==> config.mk <==
export PLATFORM = sky130hd
export DESIGN_NAME = fvpc_park_clarke
export DESIGN_NICKNAME = d
export VERILOG_FILES = /design/src/rtl/fvpc_pkg.sv /design/src/rtl/fvpc_park_clarke.sv
export SDC_FILE = /design/constraint.sdc
export NUM_CORES = 2
export LEC_CHECK = 0
export BUFFER_PORTS_ARGS = -buffer_cell sky130_fd_sc_hd__buf_2
export CORE_ASPECT_RATIO = 0.7
export CORE_MARGIN = 3
export CORE_UTILIZATION = 28
export CTS_CLUSTER_SIZE = 24
export DETAILED_ROUTE_END_ITERATION = 6
export GPL_ROUTABILITY_DRIVEN = 0
export PLACE_DENSITY = 0.4
export SYNTH_ARGS = -nofsm -noshare
export SYNTH_HDL_FRONTEND = slang
export SYNTH_SLANG_ARGS = --single-unit
==> constraint.sdc <==
create_clock -name clk -period 18.9 [get_ports clk]
set_input_delay 0.945 -clock clk [delete_from_list [all_inputs] [get_ports clk]]
set_output_delay 0.945 -clock clk [all_outputs]
set_load 0.005 [all_outputs]
==> src/rtl/fvpc_pkg.sv <==
// Shared constants for the FOC voltage-to-PWM compare pipeline.
// Field widths, parameter defaults and the stage latencies of each unit.
// Depends on nothing; every other file in rtl/ refers to it by scoped names.
package fvpc_pkg;

	// Parameter defaults for the top level.
	localparam int SINE_DEPTH_DEF = 256;
	localparam int VOLT_BITS_DEF  = 16;

	// Fixed field widths.
	localparam int ANGLE_W   = 16;
	localparam int PERIOD_W  = 16;
	localparam int COMPARE_W = 16;

	// Quotient bits resolved by the divider lanes (one per stage).
	localparam int QUO_BITS = 16;

	// Duty in Q.17: 0..131072, so two bits above the quotient.
	localparam int DUTY2_W = QUO_BITS + 2;

	localparam logic [PERIOD_W-1:0] PERIOD_RESET = 16'd4000;

	// Register stages per unit.
	localparam int SINE_LAT = 3;
	localparam int PC_LAT   = 2;
	localparam int DIV_LAT  = QUO_BITS + 2;
	localparam int MID_LAT  = 3;
	localparam int PIPE_LAT = SINE_LAT + PC_LAT + DIV_LAT + MID_LAT;

endpackage

==> src/rtl/fvpc_park_clarke.sv <==
// Inverse Park and inverse Clarke transforms with offset subtraction,
// two register stages, phase voltages in signed Q.15. Uses fvpc_pkg.
module fvpc_park_clarke #(
	parameter int VOLT_BITS = fvpc_pkg::VOLT_BITS_DEF,
	localparam int UW = VOLT_BITS + 18
) (
	input  logic                        clk,
	input  logic                        en,
	input  logic signed [15:0]          sin_val,
	input  logic signed [15:0]          cos_val,
	input  logic signed [VOLT_BITS-1:0] volt_q,
	input  logic signed [VOLT_BITS-1:0] volt_d,
	input  logic signed [VOLT_BITS-1:0] offset [3],
	input  logic [VOLT_BITS-2:0]        supply,
	output logic signed [UW-1:0]        u_phase [3],
	output logic [VOLT_BITS-2:0]        supply_out
);

	localparam int AW = VOLT_BITS + 16;
	localparam int CW = VOLT_BITS + 34;
	localparam logic signed [17:0]   SQRT3_HALF_Q16 = 18'sd56756;
	localparam logic signed [CW-1:0] RND_HALF       = CW'(32768);

	logic signed [AW-1:0]        ualpha;
	logic signed [AW-1:0]        ubeta;
	logic signed [AW-1:0]        ualpha_s1;
	logic signed [AW-1:0]        ubeta_s1;
	logic signed [VOLT_BITS-1:0] offset_s1 [3];
	logic [VOLT_BITS-2:0]        supply_s1;

	assign ualpha = AW'(cos_val) * AW'(volt_d) - AW'(sin_val) * AW'(volt_q);
	assign ubeta  = AW'(sin_val) * AW'(volt_d) + AW'(cos_val) * AW'(volt_q);

	always_ff @(posedge clk) begin
		if (en) begin
			ualpha_s1 <= ualpha;
			ubeta_s1  <= ubeta;
			offset_s1 <= offset;
			supply_s1 <= supply;
		end
	end

	logic signed [CW-1:0] kbeta;
	logic signed [CW-1:0] alpha_half;
	logic signed [CW-1:0] rnd_b;
	logic signed [CW-1:0] rnd_c;
	logic signed [UW-1:0] ub;
	logic signed [UW-1:0] uc;
	logic signed [UW-1:0] off_sh [3];

	// Phases B and C: (-alpha/2 +/- sqrt3/2 * beta), rounded half up in Q16.
	assign kbeta      = CW'(ubeta_s1) * CW'(SQRT3_HALF_Q16);
	assign alpha_half = CW'(ualpha_s1) <<< 15;
	assign rnd_b      = (kbeta - alpha_half + RND_HALF) >>> 16;
	assign rnd_c      = (-kbeta - alpha_half + RND_HALF) >>> 16;
	assign ub         = $signed(rnd_b[UW-1:0]);
	assign uc         = $signed(rnd_c[UW-1:0]);

	for (genvar j = 0; j < 3; j++) begin : g_off
		assign off_sh[j] = UW'(offset_s1[j]) <<< 15;
	end

	logic signed [UW-1:0] u_s2 [3];
	logic [VOLT_BITS-2:0] supply_s2;

	always_ff @(posedge clk) begin
		if (en) begin
			u_s2[0]   <= UW'(ualpha_s1) - off_sh[0];
			u_s2[1]   <= ub - off_sh[1];
			u_s2[2]   <= uc - off_sh[2];
			supply_s2 <= supply_s1;
		end
	end

	assign u_phase    = u_s2;
	assign supply_out = supply_s2;

endmodule

==> run summary <==
Status: finished, final reports clean
Root buf cell: clkbuf_16
CTS buffer count: 30
Layout cells sized above 1: 0.0553
Yosys warning count: 0
RSZ-0062 raised after global routing: false
Final instance area: 69800 sq um
Row cnt: 146
Worst-path clk slew: 80 ps
Clock sinks: 243
Post-Synth Simple-Gate Area: 0.111
CTS Buffer Depth: 3
Gr usage total: 0.161
EDFF count, synth: 243
Max-slew headroom: 0.260
R2R Path Start: ubeta_s1[6]
Placed insts: 9627
Core area: 227000 sq um
Die W: 578 um
Die Y: 406 um
Vias in the first global route: 47408
Setup Fix Bufs, Post-CTS: 0
Compound-gate portion of the synthesized area: 0.0606
Initial antenna violation count: 35
Period Utilization, post-route: 0.581
Via Count: 42720
1st-iter DRT viols: 1981
Dpl hpwl: 155 mm
Synth Net Count: 8706
Max_cap viols: 0
Mapped Area: 64000 sq um
IO Pins: 246
Main flop type after synthesis: edfxtp_1
Final hold violations: 0
CP arrival: 11350 ps
Hold buffers post-CTS: 0
Final setup vio count: 0
CP peak stage delay: 620 ps
CP required: 19260 ps
Grt ovf: 0
Setup crit start kind: flop
Routed len/inst: 19.2 um
Die Area: 235000 sq um
R2R Setup Slk: 7910 ps
Slew Limit Fails: 0
Crit-path max FO: 6
Fillers: 23942
Ys async rst share: 0
Largest family of logic cells by synthesized area: adder cells
FF-to-FF End: u_phase[66]
Drt first pass iters: 6
Sequential share of the synthesized area: 0.114
P&R area growth vs syn: 8.97%
Nets: 8833
DP Area: 68700 sq um
Synth Area in Adders: 0.570
Hold crit path type: flop to flop
HP Start: supply_s1[1]
Port buffer count: 245
Final core occ: 0.308
Setup TNS: 0 ps
WHS Endpoint: supply_out[1]
CP Capture Type: flop
Register bit total from synthesis: 243
CTS resizes: 0
DR vias/cell: 4.41
Clk_lat worst skew: 620 ps
Syn Area/Cell: 9.85 sq um
First-pass GRT wire length: 292 mm
Final wirelength: 186 mm
Largest net degree at the start of global routing: 92
XOR/XNOR Fraction of Synth Area: 0.0350
WHS Path Cells: 0
Cell variety after synth: 74
Post-synthesis cell count: 6498
Fin crit period: 10990 ps
Initial core utilization: 0.282
Worst path slowest cell: a21boi_0
Setup CP Type: flop to flop
Clock Skew: 42.1 ps
R2R depth: 42
Fmax: 91.0 MHz
Mux contribution to synthesized area: 0.000625
Post-route DRC violation count: 0
CTS tree: done
Worst Tran Pin Value: 1110 ps
Post-route antenna net violation count: 0
H-tree levels: 1
Final Non-Filler Cells: 9696
[sequential cells by signal, indices dropped and copies added (netlist names)]
| register | cells |
|---|---|
| ubeta_s1 | 32 |
| supply_out | 15 |
| supply_s1 | 15 |
| off_sh | 48 |
| ualpha_s1 | 32 |
| u_phase | 101 |
[cells in the final DEF (no fill, tap or decap), drive strengths merged, types with 16 or more instances in the layout]
cell    count
nor3       44
nor2      133
and3       19
clkbuf     34
a21o       96
nand2     670
nor2b      34
xor2       76
ha        682
a21oi     174
nand4      16
nand2b     74
a31oi      22
nand3      38
o21ai     118
o21a       34
buf       299
and2      398
o21bai     24
a211oi     16
edfxtp    243
fa       1397
inv      1649
xnor2     180
[metrics by stage]
stage               worst slack (ps)  hold WS, ps
CTS                             7910          421
detailed placement              7910          406
global route                    7180          427
finish                          7910          419
floorplan                       9300          400
global placement                7970          401
[per-layer routing]
| metal | global-route usage | share of wire | up-vias |
|---|---|---|---|
| met4 | 0.0248 | 0.016 | 8 |
| met1 | 0.249 | 0.52 | 21936 |
| met5 | 0 | 0.00030 | - |
| met3 | 0.0117 | 0.038 | 128 |
| met2 | 0.250 | 0.42 | 768 |
| li1 | - | - | 19880 |
[worst max-delay path, delay by kind of cell (launching register included)]
kind,cells,cell delay (ps)
compound gates,19,4410
fa+ha+maj,10,4270
simple gates,6,830
xor+xnor,3,540
flops,1,460
buf+inv,4,220
[synth_stat cells (all sizes together), types with 11 or more instances]
master | number | area (sq um)
a211o | 12 | 105
a211oi | 16 | 120
a21o | 96 | 721
a21oi | 174 | 878
a31oi | 22 | 138
and2 | 398 | 2490
and3 | 19 | 119
clkbuf | 201 | 756
edfxtp | 243 | 7300
fa | 1397 | 28000
ha | 682 | 8530
inv | 1643 | 6170
nand2 | 670 | 2510
nand2b | 74 | 463
nand3 | 38 | 190
nand4 | 16 | 100
nor2 | 133 | 499
nor2b | 34 | 213
nor3 | 44 | 220
o211ai | 13 | 97.6
o21a | 34 | 255
o21ai | 118 | 591
o21bai | 24 | 180
or3 | 11 | 68.8
xnor2 | 180 | 1580
xor2 | 76 | 666
[kinds of logic after synthesis]
kind of cell    count (synthesis)
compound gates                597
mux                             4
simple gates                 1471
buf+inv                      1848
flops                         243
fa+ha+maj                    2079
xor+xnor                      256
[worst max path at each step]
stage | slack [ps] | endpoint | startpoint | cells past startpoint
after floorplan | 9300 | u_phase[33] | ubeta_s1[6] | 45
after global placement | 7970 | u_phase[66] | ubeta_s1[6] | 42
after detailed placement | 7910 | u_phase[66] | ubeta_s1[6] | 42
after CTS | 7910 | u_phase[66] | ubeta_s1[6] | 42
after global routing | 7180 | u_phase[66] | ubeta_s1[6] | 42
final | 7910 | u_phase[66] | ubeta_s1[6] | 42
[final cells by class]
cell class | count | area (sq um) | share of cell area
Clock buffer | 34 | 766 | 0.0110
Sequential cell | 243 | 7300 | 0.105
Timing Repair Buffer | 299 | 1640 | 0.0235
Multi-Input combinational cell | 4407 | 49800 | 0.714
Clock inverter | 22 | 282 | 0.00403
Tap cell | 3034 | 3800 | 0.0544
Antenna cell | 13 | 32.5 | 0.000466
Inverter | 1644 | 6170 | 0.0884
Power is not shown: default switching activity piles up to over one toggle a cycle in this logic, so the estimate is an artifact.
