## src/rtl/fvpc_pkg.sv

```systemverilog
// Shared constants for the FOC voltage-to-PWM compare pipeline.
// Field widths, parameter defaults and the stage latencies of each unit.
// Depends on nothing; every other file in rtl/ refers to it by scoped names.
package fvpc_pkg;

	// Parameter defaults for the top level.
	localparam int SINE_DEPTH_DEF = 256;
	localparam int VOLT_BITS_DEF  = 16;

	// Fixed field widths.
	localparam int ANGLE_W   = 16;
	localparam int PERIOD_W  = 16;
	localparam int COMPARE_W = 16;

	// Quotient bits resolved by the divider lanes (one per stage).
	localparam int QUO_BITS = 16;

	// Duty in Q.17: 0..131072, so two bits above the quotient.
	localparam int DUTY2_W = QUO_BITS + 2;

	localparam logic [PERIOD_W-1:0] PERIOD_RESET = 16'd4000;

	// Register stages per unit.
	localparam int SINE_LAT = 3;
	localparam int PC_LAT   = 2;
	localparam int DIV_LAT  = QUO_BITS + 2;
	localparam int MID_LAT  = 3;
	localparam int PIPE_LAT = SINE_LAT + PC_LAT + DIV_LAT + MID_LAT;

endpackage

```

## src/rtl/fvpc_div.sv

```systemverilog
// One divider lane: duty = clamp(round(U / Vs) + 0.5, 0, 1) as Q.17,
// restoring division one quotient bit per stage. Uses fvpc_pkg.
module fvpc_div #(
	parameter int VOLT_BITS = fvpc_pkg::VOLT_BITS_DEF,
	localparam int UW = VOLT_BITS + 18
) (
	input  logic                             clk,
	input  logic                             en,
	input  logic signed [UW-1:0]             u,
	input  logic [VOLT_BITS-2:0]             supply,
	output logic [fvpc_pkg::DUTY2_W-1:0]     duty2
);

	localparam int QB = fvpc_pkg::QUO_BITS;
	localparam int MW = VOLT_BITS + 17;
	localparam int NW = VOLT_BITS + 19;
	localparam int DW = VOLT_BITS;
	localparam logic [QB-1:0] HALF_Q = QB'(1) << (QB - 1);

	logic [UW-1:0] mag_full;
	logic [MW-1:0] mag;
	logic [NW-1:0] num;
	logic [DW-1:0] den;

	// Rounded half away from zero: (2|U| + Vs) / (2 Vs), sign put back later.
	assign mag_full = u[UW-1] ? (~u + 1'b1) : u;
	assign mag      = mag_full[MW-1:0];
	assign num      = NW'({mag, 1'b0}) + NW'(supply);
	assign den      = {supply, 1'b0};

	logic [NW-1:0] rem_s [0:QB];
	logic [QB-1:0] quo_s [0:QB];
	logic [DW-1:0] den_s [0:QB];
	logic          neg_s [0:QB];
	logic          ovf_s [0:QB];

	always_ff @(posedge clk) begin
		if (en) begin
			rem_s[0] <= num;
			quo_s[0] <= '0;
			den_s[0] <= den;
			neg_s[0] <= u[UW-1];
			ovf_s[0] <= num >= NW'({den, {QB{1'b0}}});
		end
	end

	for (genvar k = 1; k <= QB; k++) begin : g_step
		logic [NW-1:0] trial;
		logic          ge;

		assign trial = NW'(den_s[k-1]) << (QB - k);
		assign ge    = rem_s[k-1] >= trial;

		always_ff @(posedge clk) begin
			if (en) begin
				rem_s[k] <= ge ? rem_s[k-1] - trial : rem_s[k-1];
				quo_s[k] <= quo_s[k-1] | (QB'(ge) << (QB - k));
				den_s[k] <= den_s[k-1];
				neg_s[k] <= neg_s[k-1];
				ovf_s[k] <= ovf_s[k-1];
			end
		end
	end

	logic [QB-1:0] qsat;
	logic [QB:0]   duty;
	logic [fvpc_pkg::DUTY2_W-1:0] duty2_s;

	assign qsat = (ovf_s[QB] || (quo_s[QB] >= HALF_Q)) ? HALF_Q : quo_s[QB];
	assign duty = neg_s[QB] ? ({1'b0, HALF_Q} - {1'b0, qsat})
	                        : ({1'b0, HALF_Q} + {1'b0, qsat});

	always_ff @(posedge clk) begin
		if (en) begin
			duty2_s <= {duty, 1'b0};
		end
	end

	assign duty2 = duty2_s;

endmodule

```

## config.mk

```make
export PLATFORM = sky130hd
export DESIGN_NAME = fvpc_div
export DESIGN_NICKNAME = d
export VERILOG_FILES = /design/src/rtl/fvpc_pkg.sv /design/src/rtl/fvpc_div.sv
export SDC_FILE = /design/constraint.sdc
export NUM_CORES = 2
export LEC_CHECK = 0
export BUFFER_PORTS_ARGS = -buffer_cell sky130_fd_sc_hd__buf_2
export CORE_MARGIN = 2
export CORE_UTILIZATION = 50
export DETAILED_ROUTE_END_ITERATION = 7
export PLACE_DENSITY = 0.66
export REMOVE_ABC_BUFFERS = 1
export SLEW_MARGIN = 20
export SYNTH_ARGS = -nofsm -noshare
export SYNTH_HDL_FRONTEND = slang
export SYNTH_SLANG_ARGS = --single-unit
```

## constraint.sdc

```tcl
create_clock -name clk -period 7.4 [get_ports clk]
set_input_delay 0.37 -clock clk [delete_from_list [all_inputs] [get_ports clk]]
set_output_delay 0.37 -clock clk [all_outputs]
set_load 0.02 [all_outputs]
```

==> impl_metrics.yaml <==
placed_design:
  place.gp.congestion: 0.913
  pre_cts_slack_ns: 0.372
  detailed_place_hpwl_mm: 73.5
  io_buffer_count: 67
global_route:
  grt_max_degree: 198
  first_global_vias: 31600
  grt_pass1_wl_mm: 160
  grt_usage_pct: 19.7
  antenna_found_initial: 0
  grt_overflow: 0
timing:
  worst_pin_slew_ns: 1.13
  skew_ns: 0.0268
  min_period_over_period_pct: 87.0
  final_hold_viol_count: 0
  rsz0062_at_grt: "no"
  relSlewSlack_pct: 24.6
  finalSetupTns_ns: 0
  setup_violations: 0
  fmax_mhz: 155
  slew_viol_final: 0
  fin_ws_ns: 0.960
  period_needed_ns: 6.44
clocking:
  clockBufferDepth: 3
  cts_setup_buffers: 0
  htreeDepth: 3
  root_buffer: "clkbuf_16"
  cts_tree: "built"
  cts.sinks: 971
  cts_repair_resize_count: 0
  hold_buffers: 15
  clk_pin_slew_ns: 0.06
  cts_buffers: 101
  insertion_delay_ns: 0.69
floorplan:
  core_area_um2: 98400
  fp.dieH_um: 319
  dieArea_um2: 102000
  ioPinCount: 69
  rows: 115
  initial_core_util_pct: 50.4
  die_w_um: 319
synthesis:
  synth_ff_type: "edfxtp_1"
  yosys.cell_types.count: 89
  synth_edf_count: 971
  async_reset_ff_share_pct: 0
  syn_area_um2: 49600
  ys_warn_count: 0
  ys_seq_area_share_pct: 58.7
  syn_area_per_cell_um2: 12.1
  synth_seq_cells: 971
  syn_inst: 4108
detailed_routing:
  ant_nets: 0
  wire_per_inst_um: 17.8
  viasPerCell: 5.58
  dr.pass1.iters: 6
  drc: 0
  drt-initial-drc-count: 1989
  wirelength_mm: 99.8
  dr_total_vias: 31300
layout:
  syn_to_final_growth_pct: 10.8
  utilization_pct: 55.9
  drive_above_1_share_pct: 7.51
  layout.nets: 4586
  antenna_cells: 0
  seqCellArea_um2: 29200
  multi_input_area_um2: 19000
  fillers: 8238
hold_path:
  min_path_type: "input port to flop"
outcome:
  status: "finished, final reports clean"
power_and_ir_drop:
  p_leak_nw: 20.7
  ir_drop_uv: 212
  powerDensity_nw_per_um2: 330
worst_setup_path:
  path_class: "input port to flop"
  worstSetupStartpointType: "input port"
  required_ns: 7.92
  endpoint_kind: "flop"
  cp_max_fo: 7
  cp.arrival_ns: 6.96
flow_run:
  drv_cap: 0
logic make-up (layout without fill, tap and decap cells):
group / count (synthesis) / count (layout) / synth area share (%)
adder cells (fa/ha/maj): 287 / 287 / 7.48
AO/OA/AOI/OAI: 848 / 848 / 10.7
buffers and inverters: 401 / 619 / 3.09
flip-flops: 971 / 971 / 58.7
multiplexers: 45 / 45 / 1.01
XOR/XNOR: 373 / 373 / 6.58
AND/OR/NAND/NOR: 1182 / 1182 / 12.4
other: 1 / 1 / 0.00756
critical path: stages:
cell and delay (ns):
buf_2 0.13, inv_1 0.07, ha_1 0.22, or4b_1 0.61, o41ai_1 0.38, xnor2_1 0.15, ha_1 0.42, nand3_1 0.12
o31ai_1 0.25, a21oi_1 0.17, o31ai_1 0.40, buf_4 0.19, and4_1 0.28, nand3_2 0.14, or3_1 0.41, xor2_1 0.17
ha_1 0.33, nand4_1 0.09, nor4bb_1 0.30, or4b_1 0.46, or4_1 0.40, or3_1 0.31, or4_1 0.47, o211ai_2 0.10
report_power, final:
group	internal [mW]	switching [mW]	total, mW
sequential	7.42	0.652	8.07
clock	2.85	2.08	4.93
combinational	2.24	2.91	5.15
total	12.5	5.64	18.2
routing by layer:
metal	up-vias	part of all wire (%)	GRT usage, %
met5	-	0	0
met4	0	4.6	9.07
met3	199	2.8	2.52
met2	518	55	38.5
met1	15100	38	20.8
li1	15500	-	-
cells in the mapped netlist, types with 13 or more instances:
cell type  count  area share (%)
nor4b_1       15            0.26
o21ai_0      227             2.3
nand4b_1      13            0.23
and2_1        15            0.19
nand2_1      276             2.1
nor2_1       261             2.0
mux2_2        34            0.77
nand4_1       38            0.48
o211ai_1      18            0.27
o31ai_1       39            0.59
o31a_1        17            0.30
nor4_1        87             1.1
a21o_1        86             1.3
a211oi_1      23            0.35
or4_1         40            0.61
nand3_1       59            0.59
or3_1         50            0.63
edfxtp_1     971              59
o21bai_1      19            0.29
nor3_1       109             1.1
o21ai_1       33            0.33
nand2b_1      65            0.82
xor2_1       193             3.4
inv_1        325             2.5
or2_2         17            0.21
ha_1         271             6.8
o21a_1        41            0.62
xnor2_1      180             3.2
a31oi_1       17            0.21
clkbuf_1      57            0.43
and3_1        24            0.30
nor2b_1       54            0.68
fa_1          16            0.65
a21oi_1      228             2.3
final cells by class:
type | count | share of cell area, %
Clock buffer | 120 | 4.77
Clock inverter | 61 | 1.14
Inverter | 328 | 2.24
Multi-Input combinational cell | 2736 | 34.5
Sequential cell | 971 | 53.0
Tap cell | 1287 | 2.93
Timing Repair Buffer | 110 | 1.37
metrics by stage:
| stage | instance area [um^2] | total power, mW | instances | hold slack (ns) |
|---|---|---|---|---|
| after floorplan | 49300 | 11.9 | 4035 | 0.400 |
| after global placement | 51600 | 13.2 | 5417 | 0.400 |
| after detailed placement | 51600 | 13.3 | 5417 | 0.405 |
| after CTS | 55000 | 18.3 | 5613 | 0.0721 |
| after global routing | 55000 | 19.3 | 5613 | 0.0985 |
| final | 55000 | 18.2 | 5613 | 0.133 |
sequential cells by signal, indices dropped and copies added, names as in the netlist:
signal  flops
den_s     224
rem_s     560
quo_s     136
ovf_s      17
duty2      17
neg_s      17
worst paths after layout:
| check | from | end | slack [ns] | cells after the start |
|---|---|---|---|---|
| setup / recovery | u[1] | ovf_s[0][0] | 0.96 | 24 |
| hold / removal | u[24] | rem_s[0][25] | 0.13 | 2 |
| setup reg to reg | rem_s[0][341] | rem_s[0][370] | 2.95 | 8 |
| hold reg to reg | quo_s[0][249] | quo_s[0][265] | 0.41 | 0 |
cell usage in the layout (no fill, tap or decap), types with 17 or more instances in the layout:
cell	instances
nor2_1	261
o31a_1	17
nand3_1	59
mux2_2	34
clkinv_1	22
and3_1	24
buf_4	24
a21oi_1	227
o21ai_0	227
or2_2	17
o31ai_1	39
or3_1	50
xnor2_1	180
a211oi_1	22
clkbuf_16	102
nand2_1	276
clkinv_2	19
inv_1	325
a21o_1	86
o21a_1	41
o21bai_1	19
or4_1	40
edfxtp_1	971
buf_2	66
nor3_1	109
xor2_1	193
clkbuf_1	18
nor2b_1	53
nand2b_1	65
nand4_1	38
o211ai_1	18
o21ai_1	33
ha_1	271
nor4_1	87
Note: power is estimated with default switching activity, not from simulation.
