--- config.mk ---
export PLATFORM = sky130hd
export DESIGN_NAME = fvpc_midclamp
export DESIGN_NICKNAME = d
export VERILOG_FILES = /design/src/rtl/fvpc_pkg.sv /design/src/rtl/fvpc_midclamp.sv
export SDC_FILE = /design/constraint.sdc
export NUM_CORES = 2
export LEC_CHECK = 0
export ABC_AREA = 1
export CAP_MARGIN = 5
export CORE_ASPECT_RATIO = 0.75
export CORE_MARGIN = 1
export CORE_UTILIZATION = 45
export CTS_CLUSTER_SIZE = 24
export DETAILED_ROUTE_END_ITERATION = 8
export DONT_BUFFER_PORTS = 1
export PLACE_DENSITY = 0.65
export REMOVE_ABC_BUFFERS = 1
export SLEW_MARGIN = 20
export SYNTH_ARGS = -nofsm -noshare
export SYNTH_HDL_FRONTEND = slang
export SYNTH_SLANG_ARGS = --single-unit
--- constraint.sdc ---
create_clock -name clk -period 9.33 [get_ports clk]
set_input_delay 1.3995 -clock clk [delete_from_list [all_inputs] [get_ports clk]]
set_output_delay 1.3995 -clock clk [all_outputs]
set_load 0.05 [all_outputs]
--- src/rtl/fvpc_pkg.sv ---
// Shared constants for the FOC voltage-to-PWM compare pipeline.
// Field widths, parameter defaults and the stage latencies of each unit.
// Depends on nothing; every other file in rtl/ refers to it by scoped names.
package fvpc_pkg;

	// Parameter defaults for the top level.
	localparam int SINE_DEPTH_DEF = 256;
	localparam int VOLT_BITS_DEF  = 16;

	// Fixed field widths.
	localparam int ANGLE_W   = 16;
	localparam int PERIOD_W  = 16;
	localparam int COMPARE_W = 16;

	// Quotient bits resolved by the divider lanes (one per stage).
	localparam int QUO_BITS = 16;

	// Duty in Q.17: 0..131072, so two bits above the quotient.
	localparam int DUTY2_W = QUO_BITS + 2;

	localparam logic [PERIOD_W-1:0] PERIOD_RESET = 16'd4000;

	// Register stages per unit.
	localparam int SINE_LAT = 3;
	localparam int PC_LAT   = 2;
	localparam int DIV_LAT  = QUO_BITS + 2;
	localparam int MID_LAT  = 3;
	localparam int PIPE_LAT = SINE_LAT + PC_LAT + DIV_LAT + MID_LAT;

endpackage

--- src/rtl/fvpc_midclamp.sv ---
// Midpoint-clamp zero-sequence shift, second clamp and scaling by the PWM
// period with rounding, three register stages. Uses fvpc_pkg.
module fvpc_midclamp (
	input  logic                              clk,
	input  logic                              en,
	input  logic [fvpc_pkg::DUTY2_W-1:0]      duty2 [3],
	input  logic [fvpc_pkg::PERIOD_W-1:0]     period,
	output logic [fvpc_pkg::COMPARE_W-1:0]    compare [3]
);

	localparam int DW  = fvpc_pkg::DUTY2_W;
	localparam int TW  = DW + 2;
	localparam int PRW = DW + fvpc_pkg::PERIOD_W + 1;
	localparam logic signed [TW-1:0] MID  = TW'(1) <<< (DW - 2);
	localparam logic signed [TW-1:0] FULL = TW'(1) <<< (DW - 1);
	localparam logic [PRW-1:0]       RND  = PRW'(1) << (DW - 2);

	logic [DW-1:0] hi;
	logic [DW-1:0] lo;
	logic [DW-1:0] duty_s1 [3];
	logic [DW:0]   hilo_s1;

	always_comb begin
		hi = duty2[0];
		lo = duty2[0];
		for (int j = 1; j < 3; j++) begin
			if (duty2[j] > hi) begin
				hi = duty2[j];
			end
			if (duty2[j] < lo) begin
				lo = duty2[j];
			end
		end
	end

	always_ff @(posedge clk) begin
		if (en) begin
			duty_s1 <= duty2;
			hilo_s1 <= {1'b0, hi} + {1'b0, lo};
		end
	end

	logic [DW-1:0] dd_s2 [3];
	logic [fvpc_pkg::COMPARE_W-1:0] cmp_s3 [3];

	for (genvar j = 0; j < 3; j++) begin : g_phase
		logic signed [TW-1:0] shifted;
		logic [PRW-1:0]       prod;

		assign shifted = $signed({2'b00, duty_s1[j]}) + MID - $signed({1'b0, hilo_s1});

		always_ff @(posedge clk) begin
			if (en) begin
				if (shifted < 0) begin
					dd_s2[j] <= '0;
				end else if (shifted > FULL) begin
					dd_s2[j] <= FULL[DW-1:0];
				end else begin
					dd_s2[j] <= shifted[DW-1:0];
				end
			end
		end

		assign prod = PRW'(dd_s2[j]) * PRW'(period) + RND;

		always_ff @(posedge clk) begin
			if (en) begin
				cmp_s3[j] <= prod[(DW - 1) +: fvpc_pkg::COMPARE_W];
			end
		end
	end

	assign compare = cmp_s3;

endmodule

==> results <==
- The flow ran to the end, but the final reports show violations.
- The final reports fail on DRC.
- In the final layout, flip-flops and latches occupy 5260 um2.
- The count of standard-cell rows is 96.
- Clock-pin slew was measured on the worst setup and hold paths at 0.09 ns.
- The layout overhead on the synthesized area is 3.19%.
- For this configuration, the core starts out at a cell density of 45.8%.
- Global routing finished with a remaining overflow of 0.
- The count of final hold-check violations is 0.
- The synthesized netlist devotes 1.57% of its cell area to XOR and XNOR gates.
- The global routing met2 resource utilization is 35.2%.
- STA puts the critical path data required time at 9.62 ns.
- The largest net degree at the start of global routing is 181.
- The simple-gate area share of the yosys netlist is 18.9%.
- In this run the cell area of the synthesized design comes to 42200 um2.
- The post-CTS setup-driven buffer insertion count is 0.
- The slew at the pin closest to its max-slew limit is 0.969 ns.
- Among all flip-flop cells after synthesis, the most frequent one is edfxtp_1.
- The classification of the worst-slack hold path is reg2reg.
- The CTS buffer count is 17.
- The category of the worst setup path capture point is a flop.
- The initial antenna violation count was 1.
- The area fraction in compound gates after synthesis is 5.33%.
- The number of port buffers is 0.
- Summed over all layers, the routed wires come to 108000 um.
- Measured against the total synthesized area, the mux share comes to 0%.
- The clock root buffer is clkbuf_16.
- The clock arrives with 0.0255 ns of skew.
- The most utilized layer in the global route result is met1.
- The source-to-sink clock delay at the later pin of the worst-skew pair is 0.54 ns.
- The routed wire length per instance is 16.7 um.
- The synthesized design spends more area on one cell type than any other, namely fa_1.
- In this run the horizontal extent of the chip is 356 um.
- In this run, the number of DRC markers left after iteration 0 of detailed routing was 2718.
- The share of synthesized area in the top cell type comes to 31.5%.
- STA classifies the critical path startpoint as an input port.
- The number of H-tree branching levels is 4.
- Of all nets on the critical path, the largest fanout is 36.
- The count of instances resized after the clock tree is built is 0.
- In the global route stage, met1 resource usage came out at 35.3%.
- The area of the core is 92100 um2.
- Synthesis instantiated 49 different standard cells from the library.
- The count of final setup violators is 0.
- In the synthesized netlist, the number of instances is 5454.
- The number of fill cells is 8957.
- The tree built by TritonCTS fans out to 175 sinks.
- In this run, synthesis produced a sequential element count of 175.
- By area, the combinational part of the netlist is dominated by adder cells.
- Global routing used 23.7% of the available tracks across all layers.
- Ranked by instance count, the synthesized netlist is headed by 1448 x nand2_1, 1436 x inv_1, 664 x fa_1.
- The final setup slack of the worst path is 2.44 ns.
- The register area share after synthesis is 12.5%.
- The final number of max-transition violations is 0.
- In this run the deepest clock path goes through 2 buffers.
- The first global-routing pass estimated 177000 um of wire.
- The die outline area is 95000 um2.
- The cts-stage hold buffer count is 0.
- For this run, global-route usage on met3 was measured as 4.90%.
- The number of vias in the routed layout is 33.2k.
- The count of nets left with antenna violations once routing finished came out at 0.
- After synthesis, the share of flip-flops with an asynchronous set or reset is 0%.
- Dividing the detail-routed via count by the number of cells gives 5.10.
- Setup repair after global routing left no endpoint under its margin.
- Yosys attributes the largest share of cell area to fa_1 31%, ha_1 15%, nand2_1 13%.
- The Yosys step of the flow raised 0 warnings.
- The tool flagged a number of max-cap violations equal to 0.
- The average instance in the mapped netlist occupies 7.74 um2.
- The post-synthesis share of cell area spent on full adders, half adders and majority gates is 46.9%.
- Derived from the worst setup path, the maximum achievable clock frequency is 0.145 GHz.
- The most frequent cell after synthesis is nand2_1.
- The via count of the first global-routing pass is 33.5k.
- The worst slack at placement is 2.05 ns.
- The final critical-path share of the clock period is 73.8%.
- The detailed-routing iteration count for the pre-antenna-repair pass is 8.
- The critical path is of the in2reg type.
- Counting I/O delays and the setup requirement, the final critical path takes 6.89 ns.
- During I/O placement, the number of pins put on the boundary was 120.
- The share of layout cells above drive strength 1 is 2.05%.
- In the routed design, unresolved DRC markers number 24.
- Yosys mapped a number of flops with a built-in enable equal to 175.
- After legalization and detailed placement, the total HPWL measured 85600 um.
- The final layout contains 6514 nets.
- The global placement routability congestion is 0.936.
- The arrival time of the worst setup path is 7.17 ns.
- In this run the vertical extent of the chip is 267 um.
- The normalized max-slew margin is 35.4%.
- TritonCTS built the clock tree.
- In the final timing run, aggregate negative setup slack is 0 ns.
- The multi-input combinational cells in the finished layout cover a total of 30700 um2.
[area by class of cell]
class | count | area share [%]
multi-input cells | 3621 | 70.4
inverters | 1440 | 12.4
flip-flops and latches | 175 | 12.1
well taps | 1225 | 3.52
clock buffers | 17 | 0.977
clock inverters | 15 | 0.497
repair buffers | 5 | 0.0862
diodes | 4 | 0.0230
[worst paths after layout]
kind                start     endpoint  slack, ns  cells after the start
min            duty_s1[1]  dd_s2[2][1]       0.86                      4
max reg2reg  dd_s2[1][13]  compare[27]       3.15                     21
max             duty2[53]  hilo_s1[15]       2.44                     28
min reg2reg    duty_s1[1]  dd_s2[2][1]       0.86                      4
[kinds of logic (layout without fill, tap and decap cells)]
| family | after synthesis | count (layout) |
|---|---|---|
| AND/OR/NAND/NOR | 1963 | 1963 |
| buffers and inverters | 1658 | 1477 |
| AO/OA/AOI/OAI | 401 | 401 |
| XOR/XNOR | 75 | 75 |
| other | 0 | 4 |
| flip-flops | 175 | 175 |
| adder cells (fa/ha/maj) | 1182 | 1182 |
[per-layer routing]
metal | routed length, um | vias to the layer above
met3 | 9290 | 115
met2 | 45800 | 1167
met1 | 51500 | 16084
li1 | - | 15820
met5 | 9 | -
met4 | 1830 | 2
[critical path: stages]
cell	delay, ns
inv_1	0.04
ha_1	0.29
nand2_1	0.09
nor2_1	0.17
nand2_1	0.20
nor2_1	0.17
nor2_2	0.07
nand2_4	0.29
o41ai_4	0.21
buf_4	0.26
nand2_1	0.08
o21ai_0	0.13
ha_1	0.33
nand4_1	0.11
nor3_1	0.26
o211ai_1	0.16
nand3_1	0.12
nand2_1	0.08
inv_1	0.62
o21ai_0	0.30
ha_1	0.43
nand2_1	0.08
o21ai_0	0.23
a21oi_1	0.11
o21ai_0	0.42
a21oi_1	0.18
o21ai_0	0.23
xor2_1	0.08
[state kept, by name (all words and copies together), names as in the netlist]
signal and cells:
duty_s1 54, dd_s2 54, hilo_s1 19, compare 48
[through the flow]
stage               hold slack [ns]  utilization, %  instances  area, um2
detailed placement            0.838            46.6       6466      42900
finish                        0.865            47.3       6502      43600
floorplan                     0.696               -       5236      41300
CTS                           0.880            47.3       6498      43500
global placement              0.829            46.6       6466      42900
global route                  0.916            47.3       6498      43500
[placed cells by master (no fill, tap or decap), types with 8 or more instances in the layout]
| cell | synthesis | layout |
|---|---|---|
| ha_1 | 518 | 518 |
| xnor2_1 | 26 | 26 |
| a21oi_1 | 176 | 176 |
| a31oi_1 | 18 | 18 |
| a21o_1 | 20 | 20 |
| nand2_1 | 1448 | 1448 |
| nand3b_1 | 14 | 14 |
| nand3_1 | 144 | 144 |
| o21a_1 | 15 | 15 |
| o21ai_1 | 21 | 21 |
| fa_1 | 664 | 664 |
| inv_1 | 1436 | 1436 |
| nand4_1 | 27 | 27 |
| nor3_1 | 28 | 28 |
| edfxtp_1 | 175 | 175 |
| nor2_1 | 226 | 226 |
| o21ai_0 | 115 | 115 |
| xor2_1 | 48 | 48 |
| o211ai_1 | 8 | 8 |
| nor2_2 | 18 | 18 |
| clkbuf_16 | 0 | 17 |
| nand2_2 | 24 | 24 |
Power is left out: the tool's default activity adds up to more than one toggle a clock period on the data nets, which glitch-free logic cannot reach.
